`src/design/i2cm_pkg.sv`:
```
// ----------------------------------------------------------------------------
// I2C master register transfer package
// Shared command codes, transfer stage type and bit constants.
// ----------------------------------------------------------------------------
package i2cm_pkg;

    localparam logic [1:0] CMD_TICK  = 2'd0;
    localparam logic [1:0] CMD_WRITE = 2'd1;
    localparam logic [1:0] CMD_READ  = 2'd2;

    localparam logic [7:0] BYTE_MSB  = 8'h80;
    localparam logic [7:0] READ_BIT  = 8'h01;

    typedef enum logic [3:0] {
        ST_IDLE        = 4'd0,
        ST_START       = 4'd1,
        ST_SEND_SLAVE  = 4'd2,
        ST_WACK_SLAVE  = 4'd3,
        ST_SEND_REG    = 4'd4,
        ST_WACK_REG    = 4'd5,
        ST_RSTART      = 4'd6,
        ST_SEND_RSLAVE = 4'd7,
        ST_WACK_RSLAVE = 4'd8,
        ST_SEND_DATA   = 4'd9,
        ST_WACK_DATA   = 4'd10,
        ST_READ        = 4'd11,
        ST_MACK        = 4'd12,
        ST_STOP        = 4'd13
    } t_stage;

endpackage

```
`src/design/i2c_master_register_transfer_unit.sv`:
```
// A transfer passes through the input register, then its result is shown from
// the result register.
// Throughput: one transfer per clock while the result channel does not stall;
// the bus state update is a single pass of logic between the two registers.
// Reset: synchronous, active low; transfer stage goes idle, counters clear,
// held bus levels return to released high, both registers empty.
// ----------------------------------------------------------------------------
// I2C master register transfer unit
// Bit-bang I2C master; each tick transfer advances one bus delay phase.
// ----------------------------------------------------------------------------
module i2c_master_register_transfer_unit (
    input  logic       i_clk,
    input  logic       i_rst_n,
    input  logic       i_valid,
    output logic       o_stall,
    input  logic [1:0] i_cmd,
    input  logic [7:0] i_slave_addr,
    input  logic [7:0] i_reg_addr,
    input  logic [7:0] i_count,
    input  logic [7:0] i_wdata,
    input  logic       i_sda_in,
    output logic       o_valid,
    input  logic       i_stall,
    output logic       o_scl,
    output logic       o_sda_out,
    output logic       o_wdata_taken,
    output logic [7:0] o_rdata,
    output logic       o_rdata_valid,
    output logic       o_busy_res,
    output logic       o_done_res,
    output logic       o_nack_error,
    output logic       o_cmd_rejected
);

    // input register
    logic       r_in_valid;
    logic [1:0] r_cmd;
    logic [7:0] r_slave_addr;
    logic [7:0] r_reg_addr;
    logic [7:0] r_count;
    logic [7:0] r_wdata;
    logic       r_sda_in;

    // bus state
    i2cm_pkg::t_stage r_stage, n_stage;
    logic [1:0] r_phase, n_phase;
    logic [3:0] r_bit_index, n_bit_index;
    logic [7:0] r_shift, n_shift;
    logic [8:0] r_bytes_left, n_bytes_left;
    logic       r_is_read, n_is_read;
    logic [7:0] r_held_slave, n_held_slave;
    logic [7:0] r_held_reg, n_held_reg;
    logic       r_nack_seen, n_nack_seen;
    logic       r_line_scl, n_line_scl;
    logic       r_line_sda, n_line_sda;

    // result values
    logic       n_taken, n_rvalid, n_done, n_nerr, n_rej;
    logic [7:0] n_rbyte;
    logic [7:0] v_shift;
    logic [3:0] v_bit_next;

    logic       advance;

    assign advance = r_in_valid && (!o_valid || !i_stall);
    assign o_stall = r_in_valid && !advance;

    always_ff @(posedge i_clk) begin
        if (!i_rst_n) begin
            r_in_valid <= 1'b0;
        end else if (!o_stall) begin
            r_in_valid <= i_valid;
        end
        if (!o_stall && i_valid) begin
            r_cmd        <= i_cmd;
            r_slave_addr <= i_slave_addr;
            r_reg_addr   <= i_reg_addr;
            r_count      <= i_count;
            r_wdata      <= i_wdata;
            r_sda_in     <= i_sda_in;
        end
    end

    always_comb begin
        n_stage      = r_stage;
        n_phase      = r_phase;
        n_bit_index  = r_bit_index;
        n_shift      = r_shift;
        n_bytes_left = r_bytes_left;
        n_is_read    = r_is_read;
        n_held_slave = r_held_slave;
        n_held_reg   = r_held_reg;
        n_nack_seen  = r_nack_seen;
        n_line_scl   = r_line_scl;
        n_line_sda   = r_line_sda;
        n_taken      = 1'b0;
        n_rvalid     = 1'b0;
        n_rbyte      = 8'h00;
        n_done       = 1'b0;
        n_nerr       = 1'b0;
        n_rej        = 1'b0;
        v_shift      = r_shift;
        v_bit_next   = r_bit_index + 4'd1;

        if (r_cmd == i2cm_pkg::CMD_WRITE || r_cmd == i2cm_pkg::CMD_READ) begin
            if (r_stage == i2cm_pkg::ST_IDLE) begin
                n_held_slave = r_slave_addr;
                n_held_reg   = r_reg_addr;
                n_bytes_left = (r_count == 8'd0) ? 9'd256 : {1'b0, r_count};
                n_is_read    = (r_cmd == i2cm_pkg::CMD_READ);
                n_nack_seen  = 1'b0;
                n_stage      = i2cm_pkg::ST_START;
                n_phase      = 2'd0;
                n_bit_index  = 4'd0;
            end else begin
                n_rej = 1'b1;
            end
        end else if (r_cmd == i2cm_pkg::CMD_TICK) begin
            case (r_stage)
                i2cm_pkg::ST_IDLE: begin
                    n_line_scl = 1'b1;
                    n_line_sda = 1'b1;
                end
                i2cm_pkg::ST_START, i2cm_pkg::ST_RSTART: begin
                    n_line_scl = (r_phase < 2'd2);
                    n_line_sda = (r_phase == 2'd0);
                    if (r_phase >= 2'd2) begin
                        n_stage     = (r_stage == i2cm_pkg::ST_START) ?
                                      i2cm_pkg::ST_SEND_SLAVE : i2cm_pkg::ST_SEND_RSLAVE;
                        n_phase     = 2'd0;
                        n_bit_index = 4'd0;
                    end else begin
                        n_phase = r_phase + 2'd1;
                    end
                end
                i2cm_pkg::ST_SEND_SLAVE, i2cm_pkg::ST_SEND_REG,
                i2cm_pkg::ST_SEND_RSLAVE, i2cm_pkg::ST_SEND_DATA: begin
                    if (r_bit_index == 4'd0 && r_phase == 2'd0) begin
                        case (r_stage)
                            i2cm_pkg::ST_SEND_SLAVE:  v_shift = r_held_slave;
                            i2cm_pkg::ST_SEND_REG:    v_shift = r_held_reg;
                            i2cm_pkg::ST_SEND_RSLAVE:
                                v_shift = r_held_slave + i2cm_pkg::READ_BIT;
                            default: begin
                                v_shift = r_wdata;
                                n_taken = 1'b1;
                            end
                        endcase
                    end
                    n_line_sda = |(v_shift & i2cm_pkg::BYTE_MSB);
                    n_line_scl = (r_phase == 2'd1);
                    n_shift    = v_shift;
                    if (r_phase >= 2'd2) begin
                        n_shift     = {v_shift[6:0], 1'b0};
                        n_bit_index = v_bit_next;
                        n_phase     = 2'd0;
                        if (v_bit_next >= 4'd8) begin
                            n_bit_index = 4'd0;
                            case (r_stage)
                                i2cm_pkg::ST_SEND_SLAVE:  n_stage = i2cm_pkg::ST_WACK_SLAVE;
                                i2cm_pkg::ST_SEND_REG:    n_stage = i2cm_pkg::ST_WACK_REG;
                                i2cm_pkg::ST_SEND_RSLAVE: n_stage = i2cm_pkg::ST_WACK_RSLAVE;
                                default:                  n_stage = i2cm_pkg::ST_WACK_DATA;
                            endcase
                        end
                    end else begin
                        n_phase = r_phase + 2'd1;
                    end
                end
                i2cm_pkg::ST_WACK_SLAVE, i2cm_pkg::ST_WACK_REG,
                i2cm_pkg::ST_WACK_RSLAVE, i2cm_pkg::ST_WACK_DATA: begin
                    n_line_sda = 1'b1;
                    n_line_scl = (r_phase == 2'd1 || r_phase == 2'd2);
                    if (r_phase == 2'd2 && r_sda_in) begin
                        n_nack_seen = 1'b1;
                    end
                    if (r_phase == 2'd3) begin
                        n_phase     = 2'd0;
                        n_bit_index = 4'd0;
                        if (r_nack_seen) begin
                            n_stage = i2cm_pkg::ST_STOP;
                        end else begin
                            case (r_stage)
                                i2cm_pkg::ST_WACK_SLAVE: n_stage = i2cm_pkg::ST_SEND_REG;
                                i2cm_pkg::ST_WACK_REG:
                                    n_stage = r_is_read ? i2cm_pkg::ST_RSTART
                                                        : i2cm_pkg::ST_SEND_DATA;
                                i2cm_pkg::ST_WACK_RSLAVE: n_stage = i2cm_pkg::ST_READ;
                                default: begin
                                    if (r_bytes_left != 9'd0) begin
                                        n_bytes_left = r_bytes_left - 9'd1;
                                    end
                                    n_stage = (r_bytes_left <= 9'd1) ?
                                              i2cm_pkg::ST_STOP : i2cm_pkg::ST_SEND_DATA;
                                end
                            endcase
                        end
                    end else begin
                        n_phase = r_phase + 2'd1;
                    end
                end
                i2cm_pkg::ST_READ: begin
                    n_line_sda = 1'b1;
                    if (r_phase == 2'd0) begin
                        n_line_scl = 1'b0;
                        n_shift    = 8'h00;
                        n_phase    = 2'd1;
                    end else if (r_phase == 2'd1) begin
                        n_line_scl = 1'b1;
                        n_shift    = {r_shift[6:0], r_sda_in};
                        n_phase    = 2'd2;
                    end else begin
                        n_line_scl  = 1'b0;
                        n_bit_index = v_bit_next;
                        n_phase     = 2'd1;
                        if (v_bit_next >= 4'd8) begin
                            n_rbyte  = r_shift;
                            n_rvalid = 1'b1;
                            if (r_bytes_left != 9'd0) begin
                                n_bytes_left = r_bytes_left - 9'd1;
                            end
                            n_stage     = i2cm_pkg::ST_MACK;
                            n_phase     = 2'd0;
                            n_bit_index = 4'd0;
                        end
                    end
                end
                i2cm_pkg::ST_MACK: begin
                    n_line_sda = (r_bytes_left == 9'd0);
                    n_line_scl = (r_phase == 2'd1);
                    if (r_phase >= 2'd2) begin
                        n_stage     = (r_bytes_left != 9'd0) ?
                                      i2cm_pkg::ST_READ : i2cm_pkg::ST_STOP;
                        n_phase     = 2'd0;
                        n_bit_index = 4'd0;
                    end else begin
                        n_phase = r_phase + 2'd1;
                    end
                end
                i2cm_pkg::ST_STOP: begin
                    n_line_scl = (r_phase != 2'd0);
                    n_line_sda = (r_phase >= 2'd2);
                    if (r_phase >= 2'd2) begin
                        n_done      = 1'b1;
                        n_nerr      = r_nack_seen;
                        n_stage     = i2cm_pkg::ST_IDLE;
                        n_phase     = 2'd0;
                        n_bit_index = 4'd0;
                    end else begin
                        n_phase = r_phase + 2'd1;
                    end
                end
                default: begin
                    n_stage     = i2cm_pkg::ST_IDLE;
                    n_phase     = 2'd0;
                    n_bit_index = 4'd0;
                    n_line_scl  = 1'b1;
                    n_line_sda  = 1'b1;
                end
            endcase
        end
    end

    always_ff @(posedge i_clk) begin
        if (!i_rst_n) begin
            r_stage      <= i2cm_pkg::ST_IDLE;
            r_phase      <= 2'd0;
            r_bit_index  <= 4'd0;
            r_shift      <= 8'h00;
            r_bytes_left <= 9'd0;
            r_is_read    <= 1'b0;
            r_held_slave <= 8'h00;
            r_held_reg   <= 8'h00;
            r_nack_seen  <= 1'b0;
            r_line_scl   <= 1'b1;
            r_line_sda   <= 1'b1;
        end else if (advance) begin
            r_stage      <= n_stage;
            r_phase      <= n_phase;
            r_bit_index  <= n_bit_index;
            r_shift      <= n_shift;
            r_bytes_left <= n_bytes_left;
            r_is_read    <= n_is_read;
            r_held_slave <= n_held_slave;
            r_held_reg   <= n_held_reg;
            r_nack_seen  <= n_nack_seen;
            r_line_scl   <= n_line_scl;
            r_line_sda   <= n_line_sda;
        end
    end

    // result register
    always_ff @(posedge i_clk) begin
        if (!i_rst_n) begin
            o_valid <= 1'b0;
        end else if (!o_valid || !i_stall) begin
            o_valid <= r_in_valid;
        end
        if (advance) begin
            o_scl          <= n_line_scl;
            o_sda_out      <= n_line_sda;
            o_wdata_taken  <= n_taken;
            o_rdata        <= n_rbyte;
            o_rdata_valid  <= n_rvalid;
            o_busy_res     <= (n_stage != i2cm_pkg::ST_IDLE);
            o_done_res     <= n_done;
            o_nack_error   <= n_nerr;
            o_cmd_rejected <= n_rej;
        end
    end

endmodule

```
`config.mk`:
```
export PLATFORM = sky130hd
export DESIGN_NAME = i2c_master_register_transfer_unit
export DESIGN_NICKNAME = d
export VERILOG_FILES = /design/src/design/i2cm_pkg.sv /design/src/design/i2c_master_register_transfer_unit.sv
export SDC_FILE = /design/constraint.sdc
export NUM_CORES = 1
export LEC_CHECK = 0
export BUFFER_PORTS_ARGS = -buffer_cell sky130_fd_sc_hd__clkbuf_2
export CORE_AREA = 4 4 132 160
export CTS_CLUSTER_SIZE = 16
export DETAILED_ROUTE_END_ITERATION = 6
export DIE_AREA = 0 0 136 164
export HOLD_SLACK_MARGIN = 0.15
export PLACE_DENSITY = 0.49
export SYNTH_ARGS = -nofsm -noshare
export SYNTH_HDL_FRONTEND = slang
export SYNTH_SLANG_ARGS = --single-unit
```
`constraint.sdc`:
```
create_clock -name i_clk -period 2.8 [get_ports i_clk]
set_input_delay 0.28 -clock i_clk [delete_from_list [all_inputs] [get_ports i_clk]]
set_output_delay 0.28 -clock i_clk [all_outputs]
set_load 0.03 [all_outputs]
```
==> results_dict.tcl, run 1 <==
set metrics [dict create \
    cts_max_level 3 \
    die_width_um 136 \
    synth_xor_area_share_pct 0.9081 \
    post_cts.repair.setup_buffers 0 \
    leakagePower_nw 2.761 \
    synth_fa_ha_area_share_pct 3.459 \
    worst_slack_ns 0.1405 \
    max-vdd-ir-drop_mv 0.3314 \
    place_congestion 0.9534 \
    clockRootBuffer "clkbuf_16" \
    clk_latency_ns 0.36 \
    dp_cells 970 \
    arrival_ns 2.77 \
    largest_register_ffs 9 \
    synthArstFlopShare_pct 0 \
    worstMarginPinSlew_ns 0.8892 \
    m1WireLength_um 8577 \
    wl_per_cell_um 19.04 \
    hold_viol_final 0 \
    crit_required_ns 2.91 \
    tns_ns 0 \
    critPathCaptureType "flop" \
    cts.reportedPaths.clkPinSlew_ns 0.08 \
    holdWs_ns 0.1884 \
    first_global_vias 5379 \
    dr_wl_met3_um 836 \
    r2r_cells 7 \
    antenna_found_initial 0 \
    drtIter0Drc 349 \
    fin_area_um2 7423 \
    finalMaxSlewViolations 0 \
    holdPathStages 3 \
    io_pins 57 \
    outcome "finished clean" \
    hold_class "input port to flop" \
    grt_start_max_net_pins 36 \
    synth_nets 676 \
    fp.coreArea_um2 19410 \
    syn_area_per_cell_um2 9.319 \
    finalWirelength_um 19460 \
    slew_headroom_pct 40.17 \
    wl_met2_um 9533 \
    synth-seq-area-share_pct 43.42 \
    powerDensity_nw_per_um2 451.8 \
    fmax_mhz 376.0 \
    cts.sinks 100 \
    dp_worst_setup_slack_ns -0.01177 \
    synth_cell_types 92 \
    cts_tree "yes" \
    rsz0062_at_grt "no" \
    drtPass1Iterations 5 \
    critPathMaxFanout 10 \
    power_mw 3.354 \
    top_layer "met4" \
    num_rows 56 \
    detail-route-antenna-nets 0 \
    drive_gt1_share_pct 22.08 \
    track_usage_pct 17.88 \
    vias 5451 \
    synthFlopType "edfxtp_1" \
    placed_area_um2 6755 \
    period_needed_ns 2.659 \
    port_buffers 56 \
    die_height_um 164 \
    finalCritPeriodShare_pct 94.98 \
    startpoint_type "flop" \
    die-area_um2 22300 \
    diodes 0 \
    synthSimpleGateAreaFrac_pct 22.12 \
    synth_top_family_by_area "compound AO/OA/AOI/OAI gates" \
    drv_cap 0 \
    grt_pass1_wl_um 30680 \
    regMostFlops "r_bytes_left" \
    fin_nets 811 \
    synth-compound-area-share_pct 24.04 \
    initial_core_util_pct 29.82 \
    ys.warnings.count 0 \
    finish.utilization_pct 38.25 \
    synth-edff-count 51 \
    clk_path_buf_depth 2 \
    setup_viol 0 \
    postSynthCellCount 621 \
    seqCellArea_um2 2514 \
    post-dp-hpwl_um 14770 \
    clock_skew_ns 0.01067 \
    syn_to_final_growth_pct 28.28 \
    cts-buffers-inserted 9 \
    instances_no_fill 1022 \
    crit_type "flop to flop" \
    synthesis.area_um2 5787 \
    vias_per_cell 5.334 \
    fillers 1985 \
    post-route-drc-count 0 \
    muxShareOfSynthArea_pct 0.8649 \
    ys_seq_elements 100 \
    multiInputGateArea_um2 2988 \
    grt_remaining_overflow 0 \
]
-- routing by layer --
| metal | GRT usage (%) | vias to the layer above |
|---|---|---|
| li1 | - | 2618 |
| met1 | 23.43 | 2623 |
| met2 | 30.01 | 180 |
| met3 | 3.002 | 30 |
| met4 | 5.683 | 0 |
| met5 | 0 | - |
-- cells in the mapped netlist (all sizes together) (6+ instances only) --
cell / count / area, um2
inv: 22 / 82.58
ha: 16 / 200.2
nand3: 20 / 105.1
and3: 6 / 37.54
nand2b: 9 / 56.30
dfxtp: 49 / 980.9
o211ai: 12 / 95.09
a211oi: 7 / 52.55
buf: 22 / 153.9
nor4: 10 / 90.08
nand2: 74 / 280.3
clkbuf: 16 / 60.06
nor3: 15 / 75.07
nor2: 39 / 146.4
nor2b: 11 / 68.82
o22ai: 6 / 37.54
or3: 8 / 55.05
edfxtp: 51 / 1531
a21oi: 47 / 239.0
o21ai: 37 / 185.2
and2: 11 / 68.82
a31oi: 15 / 108.9
-- report_power, final --
group          switching, mW  internal (mW)  total [mW]
combinational          0.262          0.183       0.445
clock                  0.640          0.635        1.27
sequential            0.0363           1.60        1.63
total                  0.939           2.41        3.35
-- critical path: stages, from the launching register on --
cell,delay (ns)
dfxtp_2,0.44
inv_1,0.21
ha_1,0.38
nor2_1,0.23
a21oi_1,0.16
a2111oi_1,0.49
o32ai_1,0.22
a211o_1,0.28
-- cells by family (layout without fill, tap and decap cells) --
logic type,Yosys count,after routing
XOR/XNOR,6,6
AND/OR/NAND/NOR,236,236
AO/OA/AOI/OAI,197,197
adder cells (fa/ha/maj),16,16
buffers and inverters,61,201
multiplexers,5,5
flip-flops,100,100
-- cell type report --
type	instances	share of cell area (%)
Timing Repair Buffer	162	16.21
Multi-Input combinational cell	460	40.25
Inverter	23	1.163
Clock inverter	7	1.079
Sequential cell	100	33.86
Clock buffer	9	3.034
Tap cell	261	4.399
-- repair_timing --
item                       CTS  global route
setup endpoints to repair    1             5
hold endpoints to repair    36             0
hold buffers                36             0
resized for setup            1             1
-- final timing paths --
path,from,to,slack [ns]
setup reg to reg,r_phase[1]$_SDFFE_PN0P_,o_busy_res$_DFFE_PP_,0.14
hold reg to reg,r_held_reg[3]$_SDFFE_PN0P_,r_held_reg[3]$_SDFFE_PN0P_,0.48
hold / removal,i_stall,o_valid$_SDFFE_PN0N_,0.19
setup / recovery,r_phase[1]$_SDFFE_PN0P_,o_busy_res$_DFFE_PP_,0.14
-- cells in the final DEF, fill, tap and decap left out, types with 4 or more instances in the layout --
cell type | Yosys | layout
a21oi_1 | 46 | 46
o21ai_1 | 6 | 6
a311oi_1 | 5 | 5
o21a_1 | 4 | 4
and2_1 | 10 | 10
or3_1 | 7 | 7
o21ai_0 | 31 | 31
nor2b_1 | 11 | 10
a22o_1 | 5 | 5
nor2_1 | 39 | 39
o211ai_1 | 11 | 11
clkbuf_16 | 0 | 9
nor4_1 | 7 | 7
and3_1 | 6 | 6
a22oi_1 | 5 | 5
nand2b_1 | 9 | 9
dlygate4sd3_1 | 0 | 36
a21o_1 | 4 | 4
nand4_1 | 5 | 5
ha_1 | 16 | 16
nor3_1 | 15 | 14
nand2_1 | 73 | 73
mux2i_1 | 5 | 5
buf_4 | 6 | 67
dfxtp_1 | 49 | 48
edfxtp_1 | 51 | 51
a211oi_1 | 7 | 7
o31ai_1 | 4 | 4
or4_1 | 4 | 4
a31oi_1 | 14 | 14
xnor2_1 | 5 | 5
a41oi_1 | 5 | 5
nand3_1 | 19 | 19
inv_1 | 22 | 22
o22ai_1 | 6 | 6
clkbuf_2 | 0 | 56
(Power assumes the default switching activity.)
==> run 2, diff against run 1 <==
--- a/config.mk
+++ b/config.mk
@@ -6,10 +6,10 @@
 export NUM_CORES = 1
 export LEC_CHECK = 0
 export BUFFER_PORTS_ARGS = -buffer_cell sky130_fd_sc_hd__clkbuf_2
-export CORE_AREA = 4 4 132 160
+export CORE_AREA = 2 2 130 158
 export CTS_CLUSTER_SIZE = 16
 export DETAILED_ROUTE_END_ITERATION = 6
-export DIE_AREA = 0 0 136 164
+export DIE_AREA = 0 0 132 160
 export HOLD_SLACK_MARGIN = 0.15
 export PLACE_DENSITY = 0.49
 export SYNTH_ARGS = -nofsm -noshare
==> run 2 against run 1 <==
Effect of this change:
- global-route usage rose by 0.28 points
- critical path depth fell by 1
- via count fell by 0.90%
- design area fell by 1.6%
- count of clock-buffer cells in the layout did not move
- die area fell by 5.3%
- register-to-register slack got worse by 0.08 ns
- routed wire length fell by 2.4%
- hold slack improved by 0.00071 ns
- utilization fell by 1.3 points
- non-clock buffer count fell by 12
- fmax fell by 2.9%
==> results_dict.tcl, run 2 (same netlist as run 1, synthesis figures left out) <==
set metrics [dict create \
    outcome "finished clean" \
    wl_per_cell_um 18.73 \
    die_height_um 160 \
    die-area_um2 21120 \
    p_switching_uw 939.3 \
    placed_area_um2 6633 \
    io_pins 57 \
    max-vdd-ir-drop_mv 0.2944 \
    largest_register_ffs 9 \
    multiInputGateArea_um2 2994 \
    place_congestion 0.9197 \
    critPathCaptureType "flop" \
    detail-route-antenna-nets 0 \
    drtIter0Drc 399 \
    initial_core_util_pct 29.29 \
    cts_tree "yes" \
    switching_share_pct 28.10 \
    fillers 2046 \
    rsz0062_at_grt "no" \
    period_needed_ns 2.739 \
    finalMaxSlewViolations 0 \
    fin_nets 799 \
    post-dp-hpwl_um 14290 \
    track_usage_pct 18.16 \
    slew_headroom_pct 46.65 \
    regMostFlops "r_bytes_left" \
    drv_cap 0 \
    crit_type "flop to flop" \
    arrival_ns 2.85 \
    grt_start_max_net_pins 36 \
    crit_required_ns 2.91 \
    seqCellArea_um2 2515 \
    dp_cells 962 \
    first_global_vias 5480 \
    tns_ns 0 \
    hold_viol_final 0 \
    hold_class "input port to flop" \
    p_clk_share_pct 38.5 \
    critPathMaxFanout 16 \
    internal_power_mw 2.404 \
    diodes 0 \
    layout_commonest_cell "nand2_1" \
    setup_viol 0 \
    fin_area_um2 7307 \
    clockRootBuffer "clkbuf_16" \
    grt_pass1_wl_um 30080 \
    clock_skew_ns 0.008588 \
    cts-buffers-inserted 9 \
    fmax_mhz 365.2 \
    vias 5402 \
    leakagePower_nw 2.695 \
    r2r_slack_ns 0.06 \
    cts.reportedPaths.clkPinSlew_ns 0.08 \
    instances_no_fill 1014 \
    powerDensity_nw_per_um2 457.5 \
    worstMarginPinSlew_ns 0.7930 \
    syn_to_final_growth_pct 26.27 \
    fp.coreArea_um2 19760 \
    power_mw 3.343 \
    clk_path_buf_depth 2 \
    die_width_um 132 \
    port_buffers 56 \
    finalWirelength_um 18990 \
    num_rows 57 \
    post_cts.repair.setup_buffers 0 \
    combPwrFrac_pct 12.8 \
    vias_per_cell 5.327 \
    antenna_found_initial 0 \
    cts.sinks 100 \
    layout_common_cells "nand2_1 (73), buf_4 (58), clkbuf_2 (56), edfxtp_1 (51), dfxtp_1 (47)" \
    cts_max_level 3 \
    drtPass1Iterations 5 \
    drive_gt1_share_pct 21.09 \
    clk_latency_ns 0.36 \
    grt_remaining_overflow 0 \
    p_seq_share_pct 48.8 \
    startpoint_type "flop" \
    finalCritPeriodShare_pct 97.81 \
    post-route-drc-count 0 \
]
==> run 2: power groups by stage <==
stage	clock [mW]	combinational (mW)	sequential, mW
final	1.29	0.427	1.63
after global placement	0	0.386	1.66
after detailed placement	0	0.385	1.66
after global routing	1.38	0.466	1.64
after floorplan	0	0.224	1.68
after CTS	1.34	0.426	1.63
==> run 2: per-layer routing <==
metal / track usage, % / wire (um)
met1: 22.83 / 8278
met2: 30.45 / 9125
met3: 2.381 / 746
met4: 9.338 / 841
met5: 0 / 0
==> run 2: final cells by class <==
type / instances / share of cell area, %
clock buffer: 9 / 3.082
tap: 265 / 4.538
multi-input combinational: 460 / 40.98
sequential: 100 / 34.42
timing repair buffer: 150 / 14.73
inverter: 23 / 1.182
clock inverter: 7 / 1.079
==> run 2: worst max-delay path, stage by stage, from the launching register on <==
cell	delay [ns]
dfxtp_1	0.77
nor2b_1	0.26
nand3_1	0.30
a21oi_1	0.18
a2111oi_1	0.51
o32ai_1	0.20
a211o_1	0.26
==> run 2: per-stage QoR <==
| step | hold slack, ns | utilization [%] | worst slack [ns] |
|---|---|---|---|
| after global routing | 0.1825 | 36.99 | 0.04512 |
| after detailed placement | 0.4586 | 33.57 | -0.1419 |
| after CTS | 0.1778 | 36.94 | -0.007911 |
| final | 0.1891 | 36.99 | 0.06144 |
| after global placement | 0.4571 | 33.57 | -0.1548 |
| after floorplan | 0.3789 | - | 0.001328 |
==> run 2: what timing repair did <==
action,4_1_cts,5_1_grt
gates resized for setup,1,4
pin swaps,0,0
setup endpoints to repair,2,5
hold buffers,36,0
hold endpoints to repair,36,0
==> run 2: final timing paths <==
kind / depth (start not counted) / start / endpoint
max: 6 / r_stage[2]$_SDFFE_PN0P_ / o_busy_res$_DFFE_PP_
min: 3 / i_stall / o_valid$_SDFFE_PN0N_
max reg2reg: 6 / r_stage[2]$_SDFFE_PN0P_ / o_busy_res$_DFFE_PP_
min reg2reg: 2 / r_held_reg[3]$_SDFFE_PN0P_ / r_held_reg[3]$_SDFFE_PN0P_
